===== config.mk =====
export PLATFORM = sky130hd
export DESIGN_NAME = mbd_ram
export DESIGN_NICKNAME = d
export VERILOG_FILES = /design/src/design/mbd_ram.sv
export SDC_FILE = /design/constraint.sdc
export NUM_CORES = 2
export LEC_CHECK = 0
export ABC_AREA = 1
export CAP_MARGIN = 20
export CORE_MARGIN = 4
export CORE_UTILIZATION = 50
export CTS_CLUSTER_DIAMETER = 200
export CTS_CLUSTER_SIZE = 28
export DETAILED_ROUTE_END_ITERATION = 7
export DONT_BUFFER_PORTS = 1
export GPL_ROUTABILITY_DRIVEN = 1
export HOLD_SLACK_MARGIN = 0.08
export PLACE_DENSITY = 0.69
export SLEW_MARGIN = 20
export SYNTH_ARGS = -nofsm -noshare
export SYNTH_HDL_FRONTEND = slang
export SYNTH_SLANG_ARGS = --single-unit

===== constraint.sdc =====
create_clock -name i_clk -period 1.9 [get_ports i_clk]
set_clock_uncertainty 0.1 [all_clocks]
set_input_delay 0.095 -clock i_clk [delete_from_list [all_inputs] [get_ports i_clk]]
set_output_delay 0.095 -clock i_clk [all_outputs]
set_load 0.03 [all_outputs]

===== src/design/mbd_ram.sv =====
`timescale 1ns / 1ps
// ----------------------------------------------------------------------------
// mbd_ram
// Generic simple dual-port RAM, one write and one registered read port.
// ----------------------------------------------------------------------------
module mbd_ram #(
    parameter int WIDTH = 8,
    parameter int DEPTH = 256
) (
    input  logic                     i_clk,
    input  logic                     i_we,
    input  logic [$clog2(DEPTH)-1:0] i_waddr,
    input  logic [WIDTH-1:0]         i_wdata,
    input  logic                     i_re,
    input  logic [$clog2(DEPTH)-1:0] i_raddr,
    output logic [WIDTH-1:0]         o_rdata
);

    logic [WIDTH-1:0] r_mem [DEPTH];
    logic [WIDTH-1:0] r_rdata;

    always_ff @(posedge i_clk) begin
        if (i_we) begin
            r_mem[i_waddr] <= i_wdata;
        end
        if (i_re) begin
            r_rdata <= r_mem[i_raddr];
        end
    end

    assign o_rdata = r_rdata;

endmodule

==> results.py <==
metrics = {
    "outcome": {
        "status": "finished, violations left",
        "failed_checks": "negative hold slack, negative setup slack",
    },
    "sta": {
        "setup_violations": 2,
        "hold_slack_ns": -0.660,
        "period_share_pct": 102,
        "hold_viol": 2024,
        "max_freq_mhz": 515,
        "tightestPinTransition_ns": 1.10,
        "rsz0062_at_grt": "true",
        "max_slew_margin_pct": 26.9,
        "period_needed_ns": 1.94,
        "fin_setup_tns_ns": -0.0429,
        "maxSlewViolCount": 0,
        "postLayoutSetupSlackWorst_ns": -0.0407,
    },
    "die": {
        "io_pins": 35,
        "fp.dieH_um": 417,
        "coreArea_um2": 165000,
        "fp-row-count": 149,
        "die_w_um": 417,
        "start_util_pct": 50.5,
        "die-area_um2": 174000,
    },
    "grt": {
        "grt_use_total_pct": 24.8,
        "grt_pass1_vias": 52000,
        "antenna_found_initial": 3,
        "grt-ovfl-total": 0,
        "grt_pass1_wl_mm": 329,
        "grt_start_max_net_pins": 1026,
    },
    "synth": {
        "synth.distinct_cells": 13,
        "syn_area_per_cell_um2": 11.9,
        "syn_area_um2": 83500,
        "ys_seq_area_share_pct": 74.0,
        "yosys_register_bits": 2056,
        "ys_warn_count": 0,
        "netlist_instances": 7003,
        "synth_nets": 7030,
    },
    "clock_tree": {
        "ctsHoldBuffers": 11,
        "cts_setup_buffers": 0,
        "insertion_delay_ns": 0.76,
        "clock_tree.root_cell": "clkbuf_16",
        "cts_buffers": 83,
        "htreeDepth": 3,
        "cts.clk_slew.worst_paths_ns": 0.10,
        "clk_path_buf_depth": 3,
        "clock-sinks": 2056,
        "cts_tree": "built",
    },
    "cells_and_area": {
        "mostFrequentLayoutCell": "nand2_1",
        "final_cell_mix": "nand2_1 (2116), edfxtp_1 (2056), nand3_1 (1906), buf_4 (426), nor2_1 (283)",
        "nFillCells": 13400,
        "drive_gt1_share_pct": 10.1,
        "syn_to_final_growth_pct": 9.81,
        "nNetsFinal": 7149,
        "layoutNonFillerInstCount": 9321,
    },
    "routing": {
        "wl_mm": 224,
        "ant_nets": 0,
        "vias_per_cell": 5.92,
        "drt_iter0_drc": 7265,
        "vias": 55200,
        "routedWlPerCell_um": 24.1,
        "drc": 0,
        "first_pass_iters": 6,
    },
    "pwr": {
        "p_per_area_nw_per_um2": 833,
        "max-vdd-ir-drop_mv": 0.706,
        "finalPower_uw": 76300,
        "p_leak_uw": 0.0320,
    },
    "placement": {
        "port_buffers": 0,
        "dp_cells": 9202,
        "hpwl_mm": 120,
        "gp_congestion": 0.903,
        "dp_worst_setup_slack_ns": -0.942,
    },
    "setup_path": {
        "path_class": "flip-flop to flip-flop",
        "cp-start-kind": "flip-flop",
        "cp-end-kind": "flip-flop",
        "cp.required_ns": 2.31,
        "cp_max_fo": 1,
        "arrival_ns": 2.35,
    },
    "min_path": {
        "hp-class": "input port to flip-flop",
    },
    "flow_run": {
        "cap_violations": 0,
    },
}
## area by class of cell
| type | count | area (um2) | share of cell area [%] |
|---|---|---|---|
| Inverter | 39 | 185 | 0.202 |
| Clock inverter | 5 | 78.8 | 0.0860 |
| Timing Repair Buffer | 517 | 4970 | 5.43 |
| Tap cell | 2189 | 2740 | 2.99 |
| Antenna cell | 3 | 7.51 | 0.00819 |
| Sequential cell | 2056 | 61700 | 67.4 |
| Multi-Input combinational cell | 4425 | 19800 | 21.6 |
| Clock buffer | 87 | 2180 | 2.38 |
## sequential cells by signal (all words and copies together) (netlist names)
signal	cells
r_mem	2048
o_rdata	8
## cells by family after synthesis
| group | count (synthesis) | share of synthesized area (%) |
|---|---|---|
| and+or+nand+nor | 4425 | 22.9 |
| DFF | 2056 | 74.0 |
| buffers and inverters | 522 | 3.12 |
## layer usage
metal	vias to the layer above	global-route usage, %	wire (um)
li1	24900	-	-
met1	27100	33.5	87000
met2	2775	40.3	108000
met3	402	4.48	20800
met4	2	9.98	9040
met5	-	0	13
## critical path, cell delays in order (launching register included)
cell	delay, ns
edfxtp_1	0.39
nand2_1	0.09
nand3_1	0.10
nand3_1	0.14
nand3_1	0.11
nand3_1	0.13
nand3_2	0.11
nand3_1	0.09
buf_4	0.13
nand2_1	0.09
nand2_2	0.15
nand2_1	0.07
## synthesized netlist by cell type
| cell | number | share of area (%) |
|---|---|---|
| nand3_1 | 2019 | 12 |
| inv_1 | 36 | 0.16 |
| buf_6 | 16 | 0.22 |
| buf_8 | 1 | 0.018 |
| edfxtp_1 | 2056 | 74 |
| inv_4 | 1 | 0.0075 |
| buf_4 | 46 | 0.41 |
| nand2_1 | 2123 | 9.5 |
| buf_2 | 268 | 1.6 |
| nor2_1 | 283 | 1.3 |
| inv_2 | 2 | 0.0090 |
| clkbuf_1 | 112 | 0.50 |
| buf_1 | 40 | 0.18 |
## worst paths after layout
check                           endpoint               startpoint  cells after the start  slack (ns)
setup / recovery    o_rdata[6]$_DFFE_PP_   r_mem[94][6]$_DFFE_PP_                     11       -0.04
hold / removal    r_mem[95][7]$_DFFE_PP_               i_wdata[7]                      0       -0.66
setup reg to reg    o_rdata[6]$_DFFE_PP_   r_mem[94][6]$_DFFE_PP_                     11       -0.04
hold reg to reg     o_rdata[6]$_DFFE_PP_  r_mem[196][6]$_DFFE_PP_                     10        1.00
## repair_timing
item	CTS	global route
pin swaps	0	6
resized for setup	35	88
gates cloned	0	8
endpoints found under the hold margin	4020	2056
setup endpoints to repair	8	8
## report_power, final
group / internal, uW / switching [uW] / leakage (uW)
Clock: 8310 / 13200 / 0.00110
Combinational: 1600 / 3180 / 0.0124
Sequential: 50000 / 94.4 / 0.0185
Total: 59900 / 16500 / 0.0320
## per-stage QoR
stage | utilization (%) | cell area [um2]
floorplan | - | 83500
global placement | 53.4 | 88300
detailed placement | 53.4 | 88300
CTS | 55.0 | 90900
global route | 55.4 | 91700
finish | 55.4 | 91700
Power figures use the tool's default switching activity.
